File: src/hw/rtl/bad_pkg.sv
// ============================================================================
// bad_pkg: shared types and constants for the bearing and distance core
// Holds the word types, the arctangent table and the fixed-point constants.
// ============================================================================
package bad_pkg;

    typedef struct packed {
        logic [29:0] from_x;
        logic [29:0] from_y;
        logic [29:0] to_x;
        logic [29:0] to_y;
    } in_word_t;

    typedef struct packed {
        logic        [30:0] distance;
        logic signed [15:0] bearing;
    } out_word_t;

    // Classified word passed from the front end to the back end.
    typedef struct packed {
        logic [29:0] ax;
        logic [29:0] ay;
        logic        ex_neg;
        logic        ex_zero;
        logic        ny_neg;
        logic        ny_zero;
    } job_t;

    localparam int                 COORD_W      = 30;
    localparam int                 VEC_W        = 64;
    localparam int                 ANG_W        = 36;
    localparam int                 SQ_W         = 62;
    localparam int                 ROOT_W       = 31;
    localparam int                 ROOT_STEPS   = 31;
    localparam logic signed [35:0] QUARTER_TURN = 36'sh040000000;
    localparam logic [15:0]        DEG_90       = 16'd9000;
    localparam logic [15:0]        DEG_180      = 16'd18000;
    localparam logic [15:0]        HUNDREDTHS_TURN = 16'd36000;

    localparam logic [31:0] ARC_TABLE [32] = '{
        32'h20000000, 32'h12E4051E, 32'h09FB385B, 32'h051111D4,
        32'h028B0D43, 32'h0145D7E1, 32'h00A2F61E, 32'h00517C55,
        32'h0028BE53, 32'h00145F2F, 32'h000A2F98, 32'h000517CC,
        32'h00028BE6, 32'h000145F3, 32'h0000A2FA, 32'h0000517D,
        32'h000028BE, 32'h0000145F, 32'h00000A30, 32'h00000518,
        32'h0000028C, 32'h00000146, 32'h000000A3, 32'h00000051,
        32'h00000029, 32'h00000014, 32'h0000000A, 32'h00000005,
        32'h00000003, 32'h00000001, 32'h00000001, 32'h00000000
    };

endpackage

File: src/hw/rtl/bad_queue.sv
// ============================================================================
// bad_queue: two-entry word queue
// Decouples the front end from the back end so that each can stall alone.
// ============================================================================
module bad_queue (
    input  logic          clk,
    input  logic          rst_n,
    input  logic          wr_valid,
    input  bad_pkg::job_t wr_word,
    output logic          wr_ready,
    output logic          rd_valid,
    output bad_pkg::job_t rd_word,
    input  logic          rd_ready
);

    bad_pkg::job_t mem_reg [2];
    logic          wr_ptr_reg;
    logic          rd_ptr_reg;
    logic [1:0]    count_reg;
    logic          do_wr;
    logic          do_rd;

    assign wr_ready = (count_reg != 2'd2);
    assign rd_valid = (count_reg != 2'd0);
    assign rd_word  = mem_reg[rd_ptr_reg];
    assign do_wr    = wr_valid && wr_ready;
    assign do_rd    = rd_valid && rd_ready;

    always_ff @(posedge clk or negedge rst_n)
    begin
        if (!rst_n)
        begin
            wr_ptr_reg <= 1'b0;
            rd_ptr_reg <= 1'b0;
            count_reg  <= 2'd0;
        end
        else
        begin
            if (do_wr)
            begin
                wr_ptr_reg <= !wr_ptr_reg;
            end
            if (do_rd)
            begin
                rd_ptr_reg <= !rd_ptr_reg;
            end
            count_reg <= count_reg + {1'b0, do_wr} - {1'b0, do_rd};
        end
    end

    always_ff @(posedge clk)
    begin
        if (do_wr)
        begin
            mem_reg[wr_ptr_reg] <= wr_word;
        end
    end

    assert property (@(posedge clk) disable iff (!rst_n)
        (count_reg == 2'd2) |-> !wr_ready)
        else $error("queue accepts a word while full");
    assert property (@(posedge clk) disable iff (!rst_n)
        (do_wr && !do_rd && count_reg == 2'd1) |=> (count_reg == 2'd2))
        else $error("queue count lost a write");
    assert property (@(posedge clk) disable iff (!rst_n)
        (count_reg == 2'd0) |-> !rd_valid)
        else $error("queue shows a word while empty");

endmodule

File: config.mk
export PLATFORM = sky130hd
export DESIGN_NAME = bad_queue
export DESIGN_NICKNAME = d
export VERILOG_FILES = /design/src/hw/rtl/bad_pkg.sv /design/src/hw/rtl/bad_queue.sv
export SDC_FILE = /design/constraint.sdc
export NUM_CORES = 1
export LEC_CHECK = 0
export BUFFER_PORTS_ARGS = -buffer_cell sky130_fd_sc_hd__buf_2
export CAP_MARGIN = 25
export CORE_UTILIZATION = 45
export DETAILED_ROUTE_END_ITERATION = 8
export GPL_ROUTABILITY_DRIVEN = 0
export PLACE_DENSITY = 0.7
export SLEW_MARGIN = 20
export SYNTH_ARGS = -nofsm -noshare
export SYNTH_HDL_FRONTEND = slang
export SYNTH_SLANG_ARGS = --single-unit
File: constraint.sdc
create_clock -name clk -period 4.8 [get_ports clk]
set_input_delay 0.96 -clock clk [delete_from_list [all_inputs] [get_ports clk]]
set_output_delay 0.96 -clock clk [all_outputs]
set_load 0.005 [all_outputs]
Yosys cells after proc, flatten, opt, wreduce, memory -nomap -nowiden
Memories as Yosys holds them, arrays and structs flattened. Cells that the tools add are included.

$add $sub $neg: 2. Equality and inequality tests: 1. Mux-type cells: 2. Reduce and logical (&&, ||, !) cells: 5.

Operators by type and width (number): adder 2 x 1 -> 2 bit (1); logical AND 1 bit (2); zero test 1 bit (2); two-way mux 1 bit (2); != test 2 bit, second input constant (1); nonzero test 2 bit (1); subtractor 2 x 1 -> 2 bit (1).

Register bits after elaboration: 4. Memory bits (writable): 128. Input port bits: 68. Output and inout bits: 66. Logic and storage cells: 14. Memories: 1.

Memory list: mem_reg (depth 2, width 64, read ports 1, clocked after memory_dff 0, write ports 1, line bad_queue.sv:16) `bad_pkg::job_t mem_reg [2];`.

Depth between registers and ports, before layout
Gate-level depths: netlist (run 1).

Depth after elaboration: 4. Gate-level depth with buffers: 5. Mapped depth without buffers: 5.

Worst setup path before layout (run 1)
Ideal clock, no wire load.

Kind: in2reg. Start: in wr_valid. End: mem mem_reg[0][0] (netlist bit) (enable). Setup time: 486 ps. Arrival time: 3709 ps. Required time: 4314 ps. Setup slack: 605 ps. Cell stages on the path: 2. Path through: nand2_1 -> nor2_1.

Longest elaborated chain between the ends: 3.

Ends and longest elaborated chain: start: declaration (line bad_queue.sv:8) `input logic wr_valid,`; logical AND 1 bit (line bad_queue.sv:26) `assign do_wr = wr_valid && wr_ready;`; two-way mux 1 bit (line bad_queue.sv:53) `if (do_wr)`; two-way mux 1 bit (not written as such) (line bad_queue.sv:55) `mem_reg[wr_ptr_reg] <= wr_word;`; end: declaration (line bad_queue.sv:16).

No other way between the ends.

==> results_dict.tcl, run 1 <==
set metrics [dict create \
    grt_start_max_net_pins 34 \
    cts_setup_buffers 0 \
    grt_pass1_wl_mm 12.9 \
    cp-start-kind "register" \
    vias 2537 \
    cts_tree "yes" \
    arrival_ns 2.28 \
    drcViolationCount 0 \
    post-route-min-period_ns 3.24 \
    worstPathRequired_ns 3.84 \
    synth_top_area_share_pct 79.2 \
    dp_hpwl_mm 5.55 \
    hp-class "in -> async" \
    drive_gt1_share_pct 61.5 \
    timing.fmax_ghz 0.308 \
    drv_cap 0 \
    power_mw 3.88 \
    cts.sinks 132 \
    worstMarginPinSlew_ns 0.765 \
    synth-seq-area-share_pct 81.2 \
    worstSetupEndpointType "primary output" \
    synth_nets 290 \
    sw_frac_of_total_pct 26.1 \
    drt_iter0_drc 91 \
    grtUsageMet1_pct 17.9 \
    synthTopCellsByArea "edfxtp_1 79%, mux2_2 15%, dfrtp_1 2.1%, buf_6 1.2%, xnor2_1 0.54%" \
    p_leak_nw 2.38 \
    cts_buffers 17 \
    status "complete, no violations" \
    firstDrtPassIters 4 \
    synth_top_area_cell "edfxtp_1" \
    yosys_register_bits 132 \
    io-pin-count 134 \
    die_h_um 106 \
    hold_viol_final 0 \
    p_sw_mw 1.01 \
    rr_endpoint "mem_reg[0][50]$_DFFE_PP_" \
    rsz0062_at_grt "no" \
    clk_path_buf_depth 2 \
    worstPathCellList "buf_4, mux2_2, buf_2" \
    maxSlewHeadroom_pct 49.0 \
    clk_pin_slew_ns 0.06 \
    fin_setup_tns_ns 0 \
    yosys_warnings 0 \
    cts-root-buf "clkbuf_8" \
    antenna_left 0 \
    largest_reg_flops 128 \
    netlist_area_mm2 0.00486 \
    timing.final.crit_share_pct 67.6 \
    reg2regPathDepth 5 \
    rrSetupSlack_ns 2.81 \
    totalWireLength_mm 8.45 \
    vias_per_cell 4.88 \
    max_stage_delay_ns 0.86 \
    num_rows 37 \
    met2_usage_pct 25.8 \
    n_antenna_cell 0 \
    worst_path_dominant_cell_family "flip-flops" \
    areaGrowthSynthToFinish_pct 29.4 \
    grt_busiest_layer "met2" \
    clkLatencyLatePin_ns 0.52 \
    dieArea_mm2 0.0112 \
    track_usage_pct 16.1 \
    die-width_um 106 \
    p_int_mw 2.87 \
    fin_skew_ns 0.00763 \
    synthCells 221 \
    wire_per_inst_um 16.2 \
    clkPwrFrac_pct 32.0 \
    path_class "reg -> out" \
    power_density_mw_per_mm2 617 \
    p_comb_share_pct 24.2 \
    holdWs_ns 0.242 \
    gr-total-overflow 0 \
    maxSlewViolCount 0 \
    setup_violations 0 \
    start_util_pct 46.6 \
    slowest_stage "dfrtp_2" \
    seq_power_share_pct 43.7 \
    fin_nets 441 \
    critPathBufInv 2 \
    htreeDepth 4 \
    grt_pass1_vias 2608 \
    ir_drop_v 0.000316 \
    crit_fanout 33 \
    port_buffers 133 \
    cts_resized 0 \
    cts_hold_buffers 0 \
    core-area_mm2 0.0104 \
    synth.distinct_cells 19 \
    use_met3_pct 8.60 \
    antenna_found_initial 0 \
    timing.rr.start "count_reg[0]$_DFF_PN0_" \
    syn_area_per_cell_um2 22.0 \
]
-- layout by cell type, fill, tap and decap left out, drive strengths merged, types with 2 or more instances in the layout --
cell	Yosys	routed
buf	7	139
bufinv	0	3
clkbuf	0	17
clkinv	0	7
clkinvlp	0	2
dfrtp	4	4
edfxtp	128	128
inv	0	2
mux2	64	64
nand2	2	2
nor2	3	3
xnor2	3	3
-- final cells by class --
class                           count  area, um^2
Tap cell                          136         170
Clock inverter                     14         161
Clock buffer                       17         414
Multi-Input combinational cell     82         851
Sequential cell                   132        3950
Timing Repair Buffer              139         743
Fill cell                         810        4130
-- routing by layer --
layer	part of all wire (%)	wire, um	vias to the layer above
li1	-	-	1181
met1	41	3460	1247
met2	50	4190	97
met3	7.9	671	12
met4	1.4	122	0
met5	0	0	-
-- power by group through the flow --
stage,sequential [mW],clock (mW),combinational [mW]
floorplan,1.66,0,0.628
global placement,1.71,0,0.930
detailed placement,1.73,0,0.939
CTS,1.70,1.27,0.944
global route,1.73,1.32,1.02
finish,1.70,1.24,0.940
-- synthesized netlist by cell type --
library cell / number
xnor2_1: 3
buf_4: 1
nand2b_1: 1
nor2b_1: 1
a311oi_1: 1
and3_2: 1
edfxtp_1: 128
nor4bb_1: 1
nor2_1: 3
o21ba_2: 1
or2_2: 1
nand3_1: 1
dfrtp_1: 4
ha_1: 1
nand2_1: 2
buf_2: 1
o21ai_0: 1
buf_6: 5
mux2_2: 64
-- worst register-to-register path, delay by kind of cell, from the launching register on --
kind                   cells  cell delay [ns]
buffers and inverters      2             0.45
and+or+nand+nor            3             0.80
DFF                        1             0.41
-- stage by stage --
step,utilization [%],worst slack [ns],std cells,instance area (um^2)
after floorplan,-,0.605,221,4860
after global placement,54.5,2.09,488,5680
after detailed placement,54.5,2.07,488,5680
after CTS,60.1,1.50,519,6260
after global routing,60.3,1.42,520,6280
final,60.3,1.56,520,6280
-- logic make-up after synthesis --
family                   after synthesis  synth area share [%]
AND/OR/NAND/NOR                       11                  1.24
XOR/XNOR                               3                 0.541
adder cells (fa/ha/maj)                1                 0.258
buffers and inverters                  7                  1.42
AO/OA/AOI/OAI                          3                 0.490
multiplexers                          64                  14.8
flip-flops                           132                  81.2
-- how the worst max path moves through the flow --
stage                                 startpoint                       to  cells after the start
final                     rd_ptr_reg$_DFFE_PN0P_              rd_word[43]                      3
after detailed placement  rd_ptr_reg$_DFFE_PN0P_              rd_word[43]                      3
after global placement    rd_ptr_reg$_DFFE_PN0P_              rd_word[38]                      3
after global routing      rd_ptr_reg$_DFFE_PN0P_               rd_word[7]                      3
after floorplan                         wr_valid  mem_reg[0][0]$_DFFE_PP_                      2
after CTS                 rd_ptr_reg$_DFFE_PN0P_               rd_word[0]                      3
Note: power is estimated with default switching activity, not from simulation.
==> run 2, diff against run 1 <==
==> constraint.sdc (replaced) <==
create_clock -name clk -period 3.3 [get_ports clk]
set_input_delay 0.66 -clock clk [delete_from_list [all_inputs] [get_ports clk]]
set_output_delay 0.66 -clock clk [all_outputs]
set_load 0.005 [all_outputs]
==> run 2 against run 1 <==
Effect of this change: hold slack gained 0.092 ns; power increased by 44%; via count shrank 1.1%; largest power group unchanged; highest routed layer unchanged.
==> results_dict.tcl, run 2 (same netlist as run 1, synthesis figures left out) <==
set metrics [dict create \
    status "complete, no violations" \
    power_mw 5.60 \
    worstMarginPinSlew_ns 0.590 \
    worstPathRequired_ns 2.64 \
    gr-total-overflow 0 \
    core-area_mm2 0.0104 \
    dieArea_mm2 0.0112 \
    seq_area_mm2 0.00395 \
    io-pin-count 134 \
    pre_cts_ws_ns 1.20 \
    wire_per_inst_um 15.6 \
    final_core_util_pct 60.3 \
    drv_cap 0 \
    areaGrowthSynthToFinish_pct 29.3 \
    hp-class "in -> reg" \
    dp_hpwl_mm 5.21 \
    num_rows 37 \
    clkLatencyLatePin_ns 0.51 \
    timing.final.crit_share_pct 79.6 \
    cts_setup_buffers 0 \
    layout.cells.most_common "buf_2" \
    die_h_um 106 \
    clk_path_buf_depth 2 \
    rsz0062_at_grt "no" \
    htreeDepth 4 \
    start_util_pct 46.6 \
    cts.sinks 132 \
    arrival_ns 1.97 \
    cp-start-kind "register" \
    grt_start_max_net_pins 53 \
    worstSetupEndpointType "primary output" \
    totalWireLength_mm 8.10 \
    path_class "reg -> out" \
    clk_pin_slew_ns 0.06 \
    mostFrequentLayoutCells "133 x buf_2, 128 x edfxtp_1, 64 x mux2_2" \
    fin_setup_tns_ns 0 \
    cts_buffers 17 \
    max_stage_delay_ns 0.57 \
    firstDrtPassIters 5 \
    antenna_left 0 \
    multiInputGateArea_um2 851 \
    crit_fanout 52 \
    fill_cells 797 \
    grt_pass1_wl_mm 12.3 \
    fin_ws_ns 0.675 \
    power_density_mw_per_mm2 892 \
    drcViolationCount 0 \
    fin_nets 440 \
    slowest_stage "dfrtp_2" \
    port_buffers 133 \
    fin_skew_ns 0.00562 \
    vias_per_cell 4.82 \
    maxSlewViolCount 0 \
    setup_violations 0 \
    maxSlewHeadroom_pct 60.7 \
    post-route-min-period_ns 2.63 \
    n_antenna_cell 0 \
    track_usage_pct 15.2 \
    vias 2508 \
    worstPathCellList "buf_12, mux2_2, buf_2" \
    timing.fmax_ghz 0.381 \
    grt_pass1_vias 2558 \
    antenna_found_initial 0 \
    die-width_um 106 \
    cts_tree "yes" \
    drive_gt1_share_pct 61.5 \
    cts-root-buf "clkbuf_8" \
    p_leak_nw 2.37 \
    drt_iter0_drc 88 \
    largest_reg_flops 128 \
    ir_drop_v 0.000477 \
    hold_viol_final 0 \
]
-- run 2: cell type report --
class	count	share of cell area [%]
clock buffer	18	6.66
sequential	132	62.8
tap	136	2.71
clock inverter	14	2.59
timing repair buffer	138	11.6
multi-input combinational	82	13.6
-- run 2: repair_timing --
item                                   in CTS  in global routing
hold buffers                                1                  0
endpoints found under the hold margin       4                  0
gates resized for setup                     0                  0
-- run 2: through the flow --
stage / instance area (um^2) / instances / hold WS, ns
6_report: 6280 / 520 / 0.334
5_1_grt: 6280 / 520 / 0.305
4_1_cts: 6280 / 520 / 0.307
3_5_place_dp: 5690 / 487 / 0.470
3_3_place_gp: 5690 / 487 / 0.471
2_1_floorplan: 4860 / 221 / 0.364
-- run 2: power by group --
group / total (mW) / leakage (nW) / switching (mW) / internal, mW
logic: 1.38 / 0.854 / 0.654 / 0.726
clock network: 1.80 / 0.278 / 0.655 / 1.14
registers: 2.42 / 1.24 / 0.129 / 2.29
-- run 2: final timing paths --
check / start / endpoint / cells after the start / slack (ns)
max: rd_ptr_reg$_DFFE_PN0P_ / rd_word[53] / 3 / 0.67
min: wr_word[3] / mem_reg[0][3]$_DFFE_PP_ / 1 / 0.33
max reg2reg: count_reg[0]$_DFF_PN0_ / mem_reg[1][18]$_DFFE_PP_ / 3 / 1.45
min reg2reg: wr_ptr_reg$_DFFE_PN0P_ / wr_ptr_reg$_DFFE_PN0P_ / 1 / 0.56
max in group asynchronous: rst_n / rd_ptr_reg$_DFFE_PN0P_ / 2 / 2.69
min in group asynchronous: rst_n / count_reg[0]$_DFF_PN0_ / 2 / 0.48
-- run 2: worst max-delay path, delay by kind of cell, from the launching register on --
| family | cells | cell delay (ns) |
|---|---|---|
| mux | 1 | 0.40 |
| buf+inv | 2 | 0.44 |
| flops | 1 | 0.57 |
-- run 2: metal layers --
layer | GRT usage [%] | routed length [um] | vias up
li1 | - | - | 1178
met1 | 18.1 | 3390 | 1226
met2 | 24.6 | 4060 | 96
met3 | 5.75 | 562 | 8
met4 | 6.85 | 86 | 0
met5 | 0 | 0 | -
==> run 3, diff against run 2 <==
--- a/config.mk
+++ b/config.mk
@@ -5,12 +5,13 @@
 export SDC_FILE = /design/constraint.sdc
 export NUM_CORES = 1
 export LEC_CHECK = 0
+export ABC_AREA = 1
 export BUFFER_PORTS_ARGS = -buffer_cell sky130_fd_sc_hd__buf_2
 export CAP_MARGIN = 25
 export CORE_UTILIZATION = 45
 export DETAILED_ROUTE_END_ITERATION = 8
 export GPL_ROUTABILITY_DRIVEN = 0
-export PLACE_DENSITY = 0.7
+export PLACE_DENSITY = 0.73
 export SLEW_MARGIN = 20
 export SYNTH_ARGS = -nofsm -noshare
 export SYNTH_HDL_FRONTEND = slang
==> constraint.sdc (replaced) <==
create_clock -name clk -period 2.2 [get_ports clk]
set_input_delay 0.44 -clock clk [delete_from_list [all_inputs] [get_ports clk]]
set_output_delay 0.44 -clock clk [all_outputs]
set_load 0.005 [all_outputs]
==> run 3 against run 2 <==
Effect of this change: synthesized area increased by 1.7%; die area is 1.7% higher; utilization rose by 0.50 points; clock-buffer cell count rose by 5; worst setup slack got worse by 0.53 ns; critical path depth rose by 2; clock power up 65%; hold slack worse by 0.21 ns; synthesized cell count increased by 66%; critical path type unchanged.
==> results_dict.tcl, run 3 <==
set metrics [dict create \
    status "complete, no violations" \
    netlist_area_mm2 0.00494 \
    synth.distinct_cells 15 \
    synth_top_area_cell "edfxtp_1" \
    seq_area_mm2 0.00395 \
    synth_top_area_share_pct 77.8 \
    max_stage_delay_ns 0.41 \
    antenna_left 0 \
    use_met3_pct 5.35 \
    post-route-min-period_ns 2.05 \
    cts-root-buf "clkbuf_8" \
    synthCells 366 \
    worstMarginPinSlew_ns 0.517 \
    grt_pass1_wl_mm 13.8 \
    instances_no_fill 662 \
    worst_path_dominant_cell_family "buffers and inverters" \
    ir_drop_v 0.000678 \
    clkLatencyLatePin_ns 0.50 \
    num_rows 37 \
    hp-class "in -> reg" \
    drcViolationCount 0 \
    p_comb_share_pct 26.4 \
    crit_fanout 34 \
    grt_pass1_vias 2915 \
    start_util_pct 47.2 \
    areaGrowthSynthToFinish_pct 28.7 \
    cpMostUsedCell "nand2_1" \
    fill_cells 835 \
    fin_setup_tns_ns 0 \
    clk_pin_slew_ns 0.05 \
    mostFrequentLayoutCells "199 x nand2_1, 133 x buf_2, 128 x edfxtp_1" \
    critPathBufInv 3 \
    met2_usage_pct 26.9 \
    setup_violations 0 \
    yosysMostFrequentCell "nand2_1" \
    clkPwrFrac_pct 33.4 \
    htreeDepth 4 \
    worstPathCellList "inv_2, buf_4, nand2_1, nand2_1, buf_2" \
    dp_hpwl_mm 5.68 \
    ys_top_cells_by_count "199 x nand2_1, 128 x edfxtp_1, 12 x buf_6" \
    drive_gt1_share_pct 33.5 \
    yosys_register_bits 132 \
    clk_path_buf_depth 2 \
    slowest_stage "dfrtp_2" \
    io-pin-count 134 \
    multiInputGateArea_um2 835 \
    ys.flop_type "edfxtp_1" \
    synth_nets 435 \
    power_density_mw_per_mm2 1400 \
    totalWireLength_mm 8.80 \
    vias 3069 \
    timing.final.crit_share_pct 93.2 \
    antenna_found_initial 1 \
    syn_area_per_cell_um2 13.5 \
    p_int_mw 6.33 \
    p_leak_nw 2.78 \
    cts.sinks 132 \
    timing.fmax_ghz 0.488 \
    drv_cap 0 \
    maxSlewHeadroom_pct 65.6 \
    async_flop_share_pct 3.03 \
    grtUsageMet1_pct 20.2 \
    largest_reg_flops 128 \
    drt_iter0_drc 129 \
    cp-start-kind "register" \
    track_usage_pct 16.3 \
    path_class "reg -> out" \
    synth-edff-count 128 \
    yosys_warnings 0 \
    grt_start_max_net_pins 39 \
    fin_nets 582 \
    fin_skew_ns 0.0100 \
    firstDrtPassIters 4 \
    sw_frac_of_total_pct 28.9 \
    dp_cells 629 \
    arrival_ns 1.61 \
    maxSlewViolCount 0 \
    wire_per_inst_um 13.3 \
    core-area_mm2 0.0105 \
    cts_buffers 17 \
    rsz0062_at_grt "no" \
    die-width_um 107 \
    gr-total-overflow 0 \
    layout.cells.most_common "nand2_1" \
    n_antenna_cell 0 \
    worstSetupEndpointType "primary output" \
    worstPathRequired_ns 1.76 \
    vias_per_cell 4.64 \
    hold_viol_final 0 \
    seq_power_share_pct 40.2 \
    synthTopCellsByArea "edfxtp_1 78%, nand2_1 15%, buf_6 2.7%, dfrtp_1 2.0%, inv_1 0.53%" \
    dieArea_mm2 0.0114 \
    cts_tree "yes" \
    p_sw_mw 2.57 \
    synth-seq-area-share_pct 79.8 \
    die_h_um 107 \
    grt_busiest_layer "met2" \
    port_buffers 133 \
    cts_setup_buffers 0 \
]
==> run 3: cell count changes after synthesis, moves of 2 or more <==
| cell | previous run | this run |
|---|---|---|
| nor2_1 | 3 | 5 |
| buf_6 | 5 | 12 |
| inv_1 | 0 | 7 |
| xnor2_1 | 3 | 0 |
| nand2_2 | 0 | 2 |
| nand2_1 | 2 | 199 |
| mux2_2 | 64 | 0 |
==> run 3: timing repair <==
action | CTS | global route
endpoints found under the hold margin | 4 | 0
resized for setup | 0 | 0
hold buffers | 1 | 0
==> run 3: through the flow <==
step | instance area (um^2) | worst slack [ns] | utilization [%] | total power [mW] | hold slack, ns
after floorplan | 4950 | 0.198 | - | 5.12 | 0.144
after global placement | 5710 | 0.608 | 54.5 | 5.96 | 0.253
after detailed placement | 5710 | 0.573 | 54.5 | 6.03 | 0.255
after CTS | 6360 | 0.109 | 60.8 | 9.03 | 0.0937
after global routing | 6360 | 0.0205 | 60.8 | 9.44 | 0.104
final | 6360 | 0.149 | 60.8 | 8.90 | 0.126
==> run 3: worst paths after layout <==
| path | end | depth (start not counted) | startpoint | slack (ns) |
|---|---|---|---|---|
| worst max register to register | mem_reg[0][38]$_DFFE_PP_ | 5 | count_reg[0]$_DFF_PN0_ | 0.58 |
| worst min register to register | wr_ptr_reg$_DFFE_PN0P_ | 2 | wr_ptr_reg$_DFFE_PN0P_ | 0.58 |
| worst min-delay path | mem_reg[1][16]$_DFFE_PP_ | 1 | wr_word[16] | 0.13 |
| min in group asynchronous | wr_ptr_reg$_DFFE_PN0P_ | 2 | rst_n | 0.30 |
| max in group asynchronous | rd_ptr_reg$_DFFE_PN0P_ | 2 | rst_n | 1.75 |
| worst max-delay path | rd_word[51] | 5 | rd_ptr_reg$_DFFE_PN0P_ | 0.15 |
==> run 3: kinds of logic after synthesis <==
family / after synthesis / synth area share [%]
adder cells (fa/ha/maj): 1 / 0.253
AND/OR/NAND/NOR: 208 / 16.0
buffers and inverters: 22 / 3.57
AO/OA/AOI/OAI: 2 / 0.202
XOR/XNOR: 1 / 0.177
flip-flops: 132 / 79.8
==> run 3: final cells by class <==
cell class                      count  share of cell area, %
Clock buffer                       23                   7.34
Clock inverter                      9                   2.76
Inverter                            8                  0.472
Multi-Input combinational cell    212                   13.1
Sequential cell                   132                   62.1
Tap cell                          136                   2.68
Timing Repair Buffer              142                   11.6
==> run 3: power by group through the flow <==
stage | logic, mW | clock network, mW | registers (mW)
6_report | 2.35 | 2.97 | 3.58
5_1_grt | 2.66 | 3.14 | 3.64
4_1_cts | 2.40 | 3.04 | 3.58
2_1_floorplan | 1.51 | 0 | 3.61
3_5_place_dp | 2.40 | 0 | 3.63
3_3_place_gp | 2.35 | 0 | 3.61
==> run 3: per-layer routing <==
layer | vias up | share of wire (%)
li1 | 1524 | -
met5 | - | 0.12
met4 | 2 | 0.92
met1 | 1434 | 43
met2 | 98 | 50
met3 | 11 | 5.9
