`src/hw/rtl/bad_pkg.sv`:
```
// ============================================================================
// bad_pkg: shared types and constants for the bearing and distance core
// Holds the word types, the arctangent table and the fixed-point constants.
// ============================================================================
package bad_pkg;

    typedef struct packed {
        logic [29:0] from_x;
        logic [29:0] from_y;
        logic [29:0] to_x;
        logic [29:0] to_y;
    } in_word_t;

    typedef struct packed {
        logic        [30:0] distance;
        logic signed [15:0] bearing;
    } out_word_t;

    // Classified word passed from the front end to the back end.
    typedef struct packed {
        logic [29:0] ax;
        logic [29:0] ay;
        logic        ex_neg;
        logic        ex_zero;
        logic        ny_neg;
        logic        ny_zero;
    } job_t;

    localparam int                 COORD_W      = 30;
    localparam int                 VEC_W        = 64;
    localparam int                 ANG_W        = 36;
    localparam int                 SQ_W         = 62;
    localparam int                 ROOT_W       = 31;
    localparam int                 ROOT_STEPS   = 31;
    localparam logic signed [35:0] QUARTER_TURN = 36'sh040000000;
    localparam logic [15:0]        DEG_90       = 16'd9000;
    localparam logic [15:0]        DEG_180      = 16'd18000;
    localparam logic [15:0]        HUNDREDTHS_TURN = 16'd36000;

    localparam logic [31:0] ARC_TABLE [32] = '{
        32'h20000000, 32'h12E4051E, 32'h09FB385B, 32'h051111D4,
        32'h028B0D43, 32'h0145D7E1, 32'h00A2F61E, 32'h00517C55,
        32'h0028BE53, 32'h00145F2F, 32'h000A2F98, 32'h000517CC,
        32'h00028BE6, 32'h000145F3, 32'h0000A2FA, 32'h0000517D,
        32'h000028BE, 32'h0000145F, 32'h00000A30, 32'h00000518,
        32'h0000028C, 32'h00000146, 32'h000000A3, 32'h00000051,
        32'h00000029, 32'h00000014, 32'h0000000A, 32'h00000005,
        32'h00000003, 32'h00000001, 32'h00000001, 32'h00000000
    };

endpackage

```
`src/hw/rtl/bad_front.sv`:
```
// ============================================================================
// bad_front: input stage
// Forms the differences of the point pair, classifies the quadrant and registers the result.
// ============================================================================
module bad_front (
    input  logic              clk,
    input  logic              rst_n,
    input  logic              in_valid,
    input  bad_pkg::in_word_t in_word,
    output logic              in_ready,
    output logic              job_valid,
    output bad_pkg::job_t     job,
    input  logic              job_ready
);

    logic              valid_reg;
    bad_pkg::job_t     job_reg;
    bad_pkg::job_t     job_next;
    logic signed [30:0] ex;
    logic signed [30:0] ny;

    assign in_ready = !valid_reg || job_ready;

    always_comb
    begin
        ex = $signed({1'b0, in_word.to_x}) - $signed({1'b0, in_word.from_x});
        ny = $signed({1'b0, in_word.from_y}) - $signed({1'b0, in_word.to_y});
        job_next.ex_neg  = ex[30];
        job_next.ny_neg  = ny[30];
        job_next.ex_zero = (ex == '0);
        job_next.ny_zero = (ny == '0);
        job_next.ax      = ex[30] ? 30'(-ex) : ex[29:0];
        job_next.ay      = ny[30] ? 30'(-ny) : ny[29:0];
    end

    always_ff @(posedge clk or negedge rst_n)
    begin
        if (!rst_n)
        begin
            valid_reg <= 1'b0;
        end
        else if (in_ready)
        begin
            valid_reg <= in_valid;
        end
    end

    always_ff @(posedge clk)
    begin
        if (in_ready && in_valid)
        begin
            job_reg <= job_next;
        end
    end

    assign job_valid = valid_reg;
    assign job       = job_reg;

endmodule

```
`config.mk`:
```
export PLATFORM = sky130hd
export DESIGN_NAME = bad_front
export DESIGN_NICKNAME = d
export VERILOG_FILES = /design/src/hw/rtl/bad_pkg.sv /design/src/hw/rtl/bad_front.sv
export SDC_FILE = /design/constraint.sdc
export NUM_CORES = 1
export LEC_CHECK = 0
export BUFFER_PORTS_ARGS = -buffer_cell sky130_fd_sc_hd__buf_2
export CAP_MARGIN = 5
export CORE_MARGIN = 5
export CORE_UTILIZATION = 49
export DETAILED_ROUTE_END_ITERATION = 10
export GPL_TIMING_DRIVEN = 0
export PLACE_DENSITY_LB_ADDON = 0.2
export SETUP_SLACK_MARGIN = 0.2
export SYNTH_ARGS = -nofsm -noshare
export SYNTH_HDL_FRONTEND = slang
export SYNTH_SLANG_ARGS = --single-unit
```
`constraint.sdc`:
```
create_clock -name clk -period 2.3 [get_ports clk]
set_input_delay 0.46 -clock clk [delete_from_list [all_inputs] [get_ports clk]]
set_output_delay 0.46 -clock clk [all_outputs]
set_load 0.01 [all_outputs]
```
# Word-level counts from Yosys, hierarchy flattened
# Index checks and enable logic that the tools add are counted.
dict set report classes {
  n_addsub 4
  multipliers 0
  div_mod_pow 0
  n_lt_le_gt_ge 0
  eq_ne 0
  shifts 0
  muxes 2
  n_bitwise 0
  reduce_logical 5
}
# operator count
set op_table {}
lappend op_table {{31-bit zero test} 2}
lappend op_table {{30-bit by 30-bit subtractor with 31-bit output} 2}
lappend op_table {{30-bit two-way mux} 2}
lappend op_table {{30-bit negation} 2}
lappend op_table {{1-bit logical AND} 1}
lappend op_table {{1-bit zero test} 1}
lappend op_table {{1-bit logical OR} 1}
dict set report word_totals {
  ff_bits 65
  latch_bits 0
  mem_bits_rw 0
  mem_bits_ro 0
  inputBits 124
  output_inout_bits 66
  wordCells 18
  mem_count 0
}

# Depth between registers and ports, before layout
# Gate-level depths: netlist of run 1.
dict set report logic_depth {
  depth_word 3
  mapped_depth 16
}

# Worst setup path before layout of run 1
# Ideal clock, no wire load.
dict set report synth_timing {
  path_kind {input to register}
  startpoint {input port in_word[30] in the netlist's numbering}
  endpoint {register job_reg, in the netlist job[2] (data pin)}
  setup_time_ps 169
  t_arrival_ps 4032
  setup_slack_ps -1901
  stages 14
  path_buffers 0
  path_cell_list {inv_1 > ha_1 > inv_1 > fa_1 > a21o_4 > a311oi_4 > o21ai_2 > or4_4 > nand4b_2 > nand2b_4 > or3_4 > or4_4 > or4_4 > nor4_4}
}
# element line
set synth_lines {}
lappend synth_lines {{start: declaration} bad_front.sv:9} ;# input bad_pkg::in_word_t in_word,
lappend synth_lines {{end signal: assignment} bad_front.sv:52} ;# job_reg <= job_next;
lappend synth_lines {{end: declaration} bad_front.sv:17} ;# bad_pkg::job_t job_reg;

==> flow_summary.json, run 1 <==
{
  "hold_viol": 0,
  "top_post_synthesis_cells_by_count": "77 x sky130_fd_sc_hd__inv_1, 69 x sky130_fd_sc_hd__xnor2_1, 64 x sky130_fd_sc_hd__edfxtp_1, 62 x sky130_fd_sc_hd__ha_1, 62 x sky130_fd_sc_hd__nand2_1",
  "synthXorXnorAreaFrac": 0.127,
  "yosys_warnings": 0,
  "grt_start_max_net_pins": 65,
  "route.detailed.wl_per_inst_um": 16.5,
  "cp-startpoint": "in_word[30]",
  "dominant_combinational_cell_family_by_area_after_synthesis": "compound AO/OA/AOI/OAI gates",
  "ys_seq_area_frac": 0.276,
  "largest_register_ffs": 64,
  "max_slew.worst_pin.slew_ps": 800,
  "timing.critical_path.from_type": "input pin",
  "totalWireLength_um": 21100,
  "antenna-diode-count": 0,
  "largest_voltage_drop_on_the_vdd_net_mv": 0.345,
  "synth.lib_cells_used.distinct": 75,
  "required_time_at_the_endpoint_of_the_critical_path_ps": 2360,
  "grt-ovfl-total": 0,
  "tritoncts": "yes",
  "syn_nets": 1011,
  "most_frequent_cell_after_synthesis": "sky130_fd_sc_hd__inv_1",
  "post-route-min-period_ps": 3770,
  "number_of_synthesized_register_bits": 65,
  "slew_headroom": 0.467,
  "dr.pass1.iters": 5,
  "place_ws_ps": -2180,
  "ctsHtreeMaxLevel": 3,
  "power_per_cell_area_nw_per_um2": 551,
  "ratio_of_cells_with_drive_above_1_in_the_final_layout": 0.421,
  "finalCritPeriodShare": 1.64,
  "ios": 190,
  "drv_slew": 0,
  "worst-endpoint-arrival_ps": 3830,
  "hold_class": "in2reg",
  "synth_edf_count": 64,
  "core_area_um2": 14000,
  "initialDrtViolationCount": 381,
  "rows": 43,
  "synth_area_leaders": "sky130_fd_sc_hd__edfxtp_1 27%, sky130_fd_sc_hd__ha_1 11%, sky130_fd_sc_hd__xnor2_1 8.6%",
  "place.detailed.hpwl_um": 14600,
  "path_class": "in2reg",
  "utilization": 0.742,
  "grt_first_pass_wirelength_um": 30600,
  "yosys_most_used_dff": "sky130_fd_sc_hd__edfxtp_1",
  "area_fraction_of_the_dominant_cell_type_after_synthesis": 0.273,
  "total_of_fill_cells_in_the_finished_design": 1047,
  "run_status": "finished, violations left",
  "max-cap-violations": 0,
  "timing.clock.skew_ps": 4.12,
  "holdCritStartpoint": "in_valid",
  "tritoncts.num_buffers": 9,
  "drc": 0,
  "grt_use_total": 0.222,
  "die-area_um2": 16900,
  "ys_async_sr_fraction": 0.0154,
  "die_h_um": 130,
  "fin_nets": 1280,
  "number_of_antenna_violations_at_the_first_check_in_global_routing": 2,
  "die_x_um": 130,
  "synthMuxAreaShare": 0.00604,
  "timing.critical_path.to_type": "flop",
  "violations": "negative setup slack",
  "synth_adder_area_share": 0.116,
  "post_synth_and_or_nand_nor_area_fraction": 0.191,
  "path_clk_slew_ps": 50,
  "synth_area_per_cell_um2": 8.56,
  "grt_pass1_vias": 6797,
  "post_synth_inst_count": 823,
  "number_of_antenna_violating_nets_in_the_routed_design": 0,
  "via_per_inst": 5.76,
  "timing.critical_path.fanout_max": 4,
  "netlist.top_cell.by_area": "sky130_fd_sc_hd__edfxtp_1",
  "floorplan.initialDensity": 0.504,
  "synth_compound_gate_area_share": 0.224,
  "gp_congestion": 0.893,
  "buffer_ports.inserted": 189,
  "cts_sinks": 65,
  "clockRootBuffer": "sky130_fd_sc_hd__clkbuf_16",
  "achievable-frequency_ghz": 0.265,
  "rsz_0062_raised_after_global_routing": "true",
  "leakagePower_uw": 0.00449,
  "detailroute.via_count": 7352,
  "synthToLayoutAreaGrowth_pct": 47.2,
  "reg2reg_from": "job_valid$_DFFE_PN0N_",
  "setup_viol": 62,
  "clock_tree.buffer_depth": 2,
  "final.setup.worst_slack_ps": -1470,
  "mappedNetlistArea_um2": 7050,
  "clock_latency_ps": 330
}
## area by class of cell
class                           count  area [um2]  area share
Buffer                             33         302      0.0291
Sequential cell                    65        1950       0.188
Timing Repair Buffer              258        1590       0.153
Multi-Input combinational cell    648        5720       0.551
Clock buffer                       11         233      0.0224
Clock inverter                      5        22.5     0.00217
Inverter                           77         342      0.0329
Tap cell                          180         225      0.0217
## layer usage
layer / wire, um / track usage / part of all wire
met1: 8100 / 0.251 / 0.38
met2: 11300 / 0.424 / 0.54
met3: 1090 / 0.0225 / 0.052
met4: 547 / 0.0911 / 0.026
met5: 20 / 0 / 0.00095
## where the power goes
part	internal, uW	total, uW	switching (uW)
Sequential	1590	1630	46.2
Combinational	1300	2900	1610
Clock	714	1180	470
## cells by family after synthesis
family / after synthesis
AO/OA/AOI/OAI: 231
XOR/XNOR: 102
flip-flops: 65
adder cells (fa/ha/maj): 64
multiplexers: 4
AND/OR/NAND/NOR: 247
buffers and inverters: 110
## repair_timing
action	in CTS	in global routing
gates cloned	3	0
pin swaps	53	47
endpoints found under the setup margin	62	62
setup buffers	41	24
gates resized for setup	81	79
endpoints found under the hold margin	1	0
hold buffers	1	0
## worst max-delay path, cell delays in order
cell,delay [ps]
sky130_fd_sc_hd__buf_8,110
sky130_fd_sc_hd__inv_12,40
sky130_fd_sc_hd__ha_4,130
sky130_fd_sc_hd__inv_2,40
sky130_fd_sc_hd__fa_2,340
sky130_fd_sc_hd__a21o_4,240
sky130_fd_sc_hd__buf_4,140
sky130_fd_sc_hd__a211oi_4,280
sky130_fd_sc_hd__nor2_2,100
sky130_fd_sc_hd__a2111oi_4,420
sky130_fd_sc_hd__nand4_1,210
sky130_fd_sc_hd__or3_4,390
sky130_fd_sc_hd__or4_4,450
sky130_fd_sc_hd__buf_6,160
sky130_fd_sc_hd__o41ai_4,220
sky130_fd_sc_hd__xnor2_1,110
## worst paths after layout
kind                                    endpoint  slack, ps  depth (start not counted)
setup / recovery               job[62]$_DFFE_PP_      -1470                         16
hold / removal             job_valid$_DFFE_PN0N_        330                          2
setup reg to reg               job[59]$_DFFE_PP_        720                          2
hold reg to reg            job_valid$_DFFE_PN0N_        540                          2
max in group asynchronous  job_valid$_DFFE_PN0N_       1790                          2
min in group asynchronous  job_valid$_DFFE_PN0N_        430                          2
## placed cells by master (no fill, tap or decap), types with 6 or more instances in the layout
master,instances
sky130_fd_sc_hd__buf_2,187
sky130_fd_sc_hd__inv_1,67
sky130_fd_sc_hd__edfxtp_1,64
sky130_fd_sc_hd__xnor2_1,59
sky130_fd_sc_hd__nand2_1,52
sky130_fd_sc_hd__buf_4,52
sky130_fd_sc_hd__ha_1,49
sky130_fd_sc_hd__a21oi_1,40
sky130_fd_sc_hd__xor2_1,30
sky130_fd_sc_hd__a21o_1,27
sky130_fd_sc_hd__nor2_1,26
sky130_fd_sc_hd__nand3_1,23
sky130_fd_sc_hd__o21ai_0,20
sky130_fd_sc_hd__o21ai_2,19
sky130_fd_sc_hd__nand4_1,18
sky130_fd_sc_hd__buf_6,16
sky130_fd_sc_hd__clkbuf_16,15
sky130_fd_sc_hd__clkbuf_1,13
sky130_fd_sc_hd__nand2b_1,12
sky130_fd_sc_hd__nor3_1,12
sky130_fd_sc_hd__a21oi_2,9
sky130_fd_sc_hd__o21bai_1,9
sky130_fd_sc_hd__o21ai_1,9
sky130_fd_sc_hd__or3_1,9
sky130_fd_sc_hd__xnor2_2,9
sky130_fd_sc_hd__ha_4,9
sky130_fd_sc_hd__or3_4,8
sky130_fd_sc_hd__o21a_1,8
sky130_fd_sc_hd__nand2_2,8
sky130_fd_sc_hd__o31ai_4,8
sky130_fd_sc_hd__clkbuf_2,7
sky130_fd_sc_hd__nor2b_1,7
sky130_fd_sc_hd__nor2_4,7
sky130_fd_sc_hd__nand3b_1,6
## metrics by stage
step / power [uW] / cell area (um2) / setup TNS [ps] / cells / hold WS [ps]
2_1_floorplan: 3390 / 7620 / -63210 / 823 / 164
3_3_place_gp: 3950 / 8800 / -93620 / 1192 / 235
3_5_place_dp: 4000 / 8800 / -95010 / 1192 / 236
4_1_cts: 5430 / 9820 / -69990 / 1253 / 319
5_1_grt: 6030 / 10400 / -74310 / 1277 / 360
6_report: 5720 / 10400 / -68060 / 1277 / 329
Note: power is estimated with default switching activity, not from simulation.
==> inputs of run 2 (changes only) <==
Settings changed: CELL_PAD_IN_SITES_DETAIL_PLACEMENT set to 1, CELL_PAD_IN_SITES_GLOBAL_PLACEMENT set to 1, CORE_UTILIZATION 49 to 36, GPL_ROUTABILITY_DRIVEN set to 0, PLACE_DENSITY_LB_ADDON 0.2 to 0.3.
==> run 2 against run 1 <==
Compared with the run above: the flow still finishes with violations (negative setup slack); design area increased by 5.2%; die area increased by 33%; count of clock-buffer cells in the layout decreased by 2; register-to-register slack got worse by 100 ps; cell count increased by 7.6%; largest power group unchanged; clock skew increased by 2.2 ps; via count increased by 1.4%; worst setup slack got worse by 130 ps; clock power increased by 26%; first-iteration DRC count decreased by 12%; critical path type unchanged; maximum frequency decreased by 3.3%; critical path depth decreased by 1.
==> flow_summary.json, run 2 (synthesized netlist as in run 1, its figures left out) <==
{
  "core_area_um2": 19400,
  "dr.pass1.iters": 5,
  "final.setup.worst_slack_ps": -1600,
  "largest_voltage_drop_on_the_vdd_net_mv": 0.346,
  "grt_pass1_vias": 7631,
  "die_h_um": 150,
  "dp_cells": 1277,
  "post-route-min-period_ps": 3900,
  "worst-endpoint-arrival_ps": 4050,
  "rsz_0062_raised_after_global_routing": "true",
  "cts_sinks": 65,
  "ratio_of_cells_with_drive_above_1_in_the_final_layout": 0.446,
  "buffer_ports.inserted": 189,
  "violations": "negative setup slack",
  "number_of_antenna_violations_at_the_first_check_in_global_routing": 0,
  "floorplan.initialDensity": 0.363,
  "initialDrtViolationCount": 334,
  "fin_nets": 1292,
  "number_of_antenna_violating_nets_in_the_routed_design": 0,
  "clockRootBuffer": "sky130_fd_sc_hd__clkbuf_16",
  "ios": 190,
  "final-instance-count-excl-fill": 1374,
  "clock_power_share": 0.234,
  "required_time_at_the_endpoint_of_the_critical_path_ps": 2460,
  "timing.critical_path.from_type": "input pin",
  "place.detailed.hpwl_um": 18400,
  "drc": 0,
  "tritoncts.num_buffers": 9,
  "clock_tree.buffer_depth": 2,
  "grt_use_total": 0.215,
  "via_per_inst": 5.43,
  "grt-ovfl-total": 0,
  "run_status": "finished, violations left",
  "die-area_um2": 22500,
  "slew_headroom": 0.374,
  "timing.hold.ws_ps": 334,
  "antenna-diode-count": 0,
  "die_x_um": 150,
  "ctsHtreeMaxLevel": 3,
  "rows": 51,
  "max-cap-violations": 0,
  "seq_power_share": 0.261,
  "grt_first_pass_wirelength_um": 38800,
  "max_slew.worst_pin.slew_ps": 939,
  "drv_slew": 0,
  "power_switching_uw": 2410,
  "netSwitchingFraction": 0.379,
  "tritoncts": "yes",
  "timing.critical_path.to_type": "flop",
  "timing.critical_path.fanout_max": 3,
  "leakagePower_uw": 0.00466,
  "achievable-frequency_ghz": 0.257,
  "largest_register_ffs": 64,
  "path_class": "in2reg",
  "setup_viol": 62,
  "power_per_cell_area_nw_per_um2": 581,
  "route.detailed.wl_per_inst_um": 19.6,
  "detailroute.via_count": 7455,
  "hold_class": "in2reg",
  "hold_viol": 0,
  "totalWireLength_um": 27000,
  "timing.clock.skew_ps": 6.34,
  "path_clk_slew_ps": 50,
  "mostFrequentLayoutCell": "sky130_fd_sc_hd__buf_2",
  "finalCritPeriodShare": 1.69,
  "most-common-layout-cells": "182 x sky130_fd_sc_hd__buf_2, 67 x sky130_fd_sc_hd__inv_1, 66 x sky130_fd_sc_hd__buf_4",
  "synthToLayoutAreaGrowth_pct": 54.9,
  "fin_setup_tns_ps": -72120,
  "grt_start_max_net_pins": 65,
  "pwr-share-comb": 0.504,
  "clock_latency_ps": 350,
  "power_report.internal_total_uw": 3940
}
run 2: cell type report:
type / instances / area [um2]
Sequential cell: 65 / 1950
Clock buffer: 9 / 225
Tap cell: 265 / 332
Clock inverter: 7 / 85.1
Buffer: 33 / 327
Inverter: 77 / 344
Fill cell: 2255 / 8480
Timing Repair Buffer: 270 / 1750
Multi-Input combinational cell: 648 / 5910
run 2: repair_timing:
item                                    in CTS  in global routing
gates cloned                                 5                  1
endpoints found under the setup margin      62                 62
gates resized for setup                     95                122
hold buffers                                 1                  0
setup buffers                               43                 31
hold endpoints to repair                     1                  0
pin swaps                                   55                 55
run 2: worst max-delay path, stage by stage:
cell                       delay [ps]
sky130_fd_sc_hd__buf_8            110
sky130_fd_sc_hd__inv_12            40
sky130_fd_sc_hd__ha_4             110
sky130_fd_sc_hd__inv_2             30
sky130_fd_sc_hd__fa_2             350
sky130_fd_sc_hd__a21o_4           230
sky130_fd_sc_hd__a311oi_4         330
sky130_fd_sc_hd__o221a_2          310
sky130_fd_sc_hd__xnor2_2           90
sky130_fd_sc_hd__or2_1            230
sky130_fd_sc_hd__nand2b_4         150
sky130_fd_sc_hd__or3_4            380
sky130_fd_sc_hd__or4_4            450
sky130_fd_sc_hd__or4_4            510
sky130_fd_sc_hd__nor4_4           260
run 2: path summary, 6_finish.rpt:
check,start,to,slack [ps],cells past startpoint
setup / recovery,in_word[30],job[2]$_DFFE_PP_,-1600,15
hold / removal,in_valid,job_valid$_DFFE_PN0N_,330,2
setup reg to reg,job_valid$_DFFE_PN0N_,job[10]$_DFFE_PP_,620,2
hold reg to reg,job_valid$_DFFE_PN0N_,job_valid$_DFFE_PN0N_,550,2
max in group asynchronous,rst_n,job_valid$_DFFE_PN0N_,1790,2
min in group asynchronous,rst_n,job_valid$_DFFE_PN0N_,420,2
run 2: power by group through the flow:
stage | clock, uW | sequential (uW) | combinational [uW]
after detailed placement | 0 | 1680 | 2460
after CTS | 1500 | 1660 | 2790
after global placement | 0 | 1680 | 2390
after global routing | 1560 | 1670 | 3440
final | 1490 | 1660 | 3200
after floorplan | 0 | 1740 | 1650
run 2: metal layers:
layer	up-vias	share of wire	GRT usage
met4	0	0.014	0.0503
met2	176	0.51	0.374
met3	23	0.054	0.0400
li1	3572	-	-
met1	3684	0.42	0.276
met5	-	0	0
run 2: metrics by stage:
step           instance area (um2)  utilization  setup WS, ps  total power (uW)
3_3_place_gp                  8900        0.459         -2280              4070
5_1_grt                      10900        0.563         -1770              6670
6_report                     10900        0.563         -1600              6350
4_1_cts                      10100        0.522         -1790              5950
2_1_floorplan                 7620            -         -1600              3390
3_5_place_dp                  8900        0.459         -2410              4140
==> inputs of run 3 (changes only) <==
Settings changed: SKIP_CTS_REPAIR_TIMING set to 1.
==> run 3 against run 2 <==
Compared with the run above: the flow still finishes with violations (negative setup slack); sequential cell count did not move; critical path depth unchanged; routed wire length down 1.3%; worst setup slack worse by 97 ps.
==> flow_summary.json, run 3 (synthesized netlist as in run 1, its figures left out) <==
{
  "leakagePower_uw": 0.00461,
  "number_of_antenna_violations_at_the_first_check_in_global_routing": 0,
  "die_x_um": 150,
  "drv_slew": 0,
  "path_class": "in2reg",
  "timing.hold.ws_ps": 335,
  "totalWireLength_um": 26600,
  "place.detailed.hpwl_um": 18400,
  "die-area_um2": 22500,
  "place_ws_ps": -2410,
  "grt-ovfl-total": 0,
  "drc": 0,
  "buffer_ports.inserted": 189,
  "achievable-frequency_ghz": 0.250,
  "mostFrequentLayoutCell": "sky130_fd_sc_hd__buf_2",
  "worst-endpoint-arrival_ps": 4150,
  "die_h_um": 150,
  "largest_register_ffs": 64,
  "tritoncts": "yes",
  "timing.critical_path.fanout_max": 4,
  "grt_use_total": 0.197,
  "max-cap-violations": 0,
  "core_area_um2": 19400,
  "rows": 51,
  "timing.critical_path.from_type": "input pin",
  "finalCritPeriodShare": 1.74,
  "setup_viol": 62,
  "violations": "negative setup slack",
  "ios": 190,
  "ratio_of_cells_with_drive_above_1_in_the_final_layout": 0.420,
  "timing.critical_path.to_type": "flop",
  "clockRootBuffer": "sky130_fd_sc_hd__clkbuf_16",
  "antenna-diode-count": 0,
  "clock_latency_ps": 350,
  "synthToLayoutAreaGrowth_pct": 52.6,
  "dr.pass1.iters": 6,
  "total_of_fill_cells_in_the_finished_design": 2291,
  "hold_class": "in2reg",
  "power.total_uw": 6260,
  "initialDrtViolationCount": 328,
  "fin_nets": 1289,
  "required_time_at_the_endpoint_of_the_critical_path_ps": 2450,
  "number_of_antenna_violating_nets_in_the_routed_design": 0,
  "clock_tree.buffer_depth": 2,
  "largest_voltage_drop_on_the_vdd_net_mv": 0.369,
  "tritoncts.num_buffers": 9,
  "grt_pass1_vias": 7122,
  "hold_viol": 0,
  "grt_first_pass_wirelength_um": 35800,
  "placed_cell_area_um2": 8900,
  "power_per_cell_area_nw_per_um2": 583,
  "max_slew.worst_pin.slew_ps": 927,
  "most-common-layout-cells": "181 x sky130_fd_sc_hd__buf_2, 67 x sky130_fd_sc_hd__inv_1, 64 x sky130_fd_sc_hd__edfxtp_1",
  "route.detailed.wl_per_inst_um": 19.4,
  "slew_headroom": 0.382,
  "run_status": "finished, violations left",
  "floorplan.initialDensity": 0.363,
  "final_design_area_no_fill_um2": 10800,
  "path_clk_slew_ps": 50,
  "detailroute.via_count": 7467,
  "final.setup.worst_slack_ps": -1690,
  "grt_start_max_net_pins": 65,
  "via_per_inst": 5.45,
  "cts_sinks": 65,
  "rsz_0062_raised_after_global_routing": "true",
  "timing.clock.skew_ps": 7.50,
  "post-route-min-period_ps": 3990,
  "ctsHtreeMaxLevel": 3
}
==> run 3: cell types whose count changed in the layout (fill, tap and decap cells not counted), moves of 4 or more <==
cell	before	now
sky130_fd_sc_hd__a21oi_2	8	4
sky130_fd_sc_hd__buf_4	66	58
sky130_fd_sc_hd__buf_6	15	19
sky130_fd_sc_hd__ha_1	45	49
sky130_fd_sc_hd__o21ai_0	21	25
sky130_fd_sc_hd__o21ai_2	18	12
sky130_fd_sc_hd__xnor2_1	53	57
sky130_fd_sc_hd__xnor2_2	16	12
==> run 3: per-stage QoR <==
stage                util  setup TNS [ps]  instances
finish              0.554          -80760       1371
detailed placement  0.459         -104170       1277
floorplan               -          -63210        823
global route        0.554          -86820       1371
CTS                 0.475          -82030       1293
global placement    0.459          -98200       1277
==> run 3: routing by layer <==
layer	part of all wire	wire, um	track usage	vias to the layer above
met5	0	0	0	-
met4	0.020	535	0.0430	0
met3	0.055	1470	0.0394	37
met2	0.51	13500	0.336	201
met1	0.42	11100	0.257	3653
li1	-	-	-	3576
==> run 3: layout make-up <==
class / count / area, um2 / area share
Buffer: 33 / 280 / 0.0261
Clock buffer: 9 / 225 / 0.0209
Clock inverter: 7 / 85.1 / 0.00791
Inverter: 77 / 342 / 0.0318
Multi-Input combinational cell: 648 / 5770 / 0.536
Sequential cell: 65 / 1950 / 0.181
Tap cell: 265 / 332 / 0.0308
Timing Repair Buffer: 267 / 1770 / 0.165
==> run 3: path summary, 6_finish.rpt <==
kind	startpoint	to	slack, ps	cells after the start
min in group asynchronous	rst_n	job_valid$_DFFE_PN0N_	430	2
hold reg to reg	job_valid$_DFFE_PN0N_	job_valid$_DFFE_PN0N_	550	2
max in group asynchronous	rst_n	job_valid$_DFFE_PN0N_	1790	2
hold / removal	in_valid	job_valid$_DFFE_PN0N_	340	2
setup reg to reg	job_valid$_DFFE_PN0N_	job[11]$_DFFE_PP_	640	2
setup / recovery	in_word[30]	job[2]$_DFFE_PP_	-1690	15
==> run 3: power by group <==
group	switching [uW]	internal (uW)	leakage, uW
Clock	547	937	0.000150
Sequential	73.2	1590	0.000621
Combinational	1750	1370	0.00383
Total	2370	3890	0.00461
==> run 3: critical path: stages <==
cell and delay [ps]:
sky130_fd_sc_hd__buf_8 110, sky130_fd_sc_hd__inv_12 40, sky130_fd_sc_hd__ha_4 120, sky130_fd_sc_hd__inv_2 40, sky130_fd_sc_hd__fa_2 410, sky130_fd_sc_hd__a21o_4 240
sky130_fd_sc_hd__a311oi_4 340, sky130_fd_sc_hd__o221a_2 320, sky130_fd_sc_hd__xnor2_2 110, sky130_fd_sc_hd__or2_1 250, sky130_fd_sc_hd__nand2b_4 150, sky130_fd_sc_hd__or3_4 400
sky130_fd_sc_hd__or4_4 460, sky130_fd_sc_hd__or4_4 440, sky130_fd_sc_hd__nor4_4 260
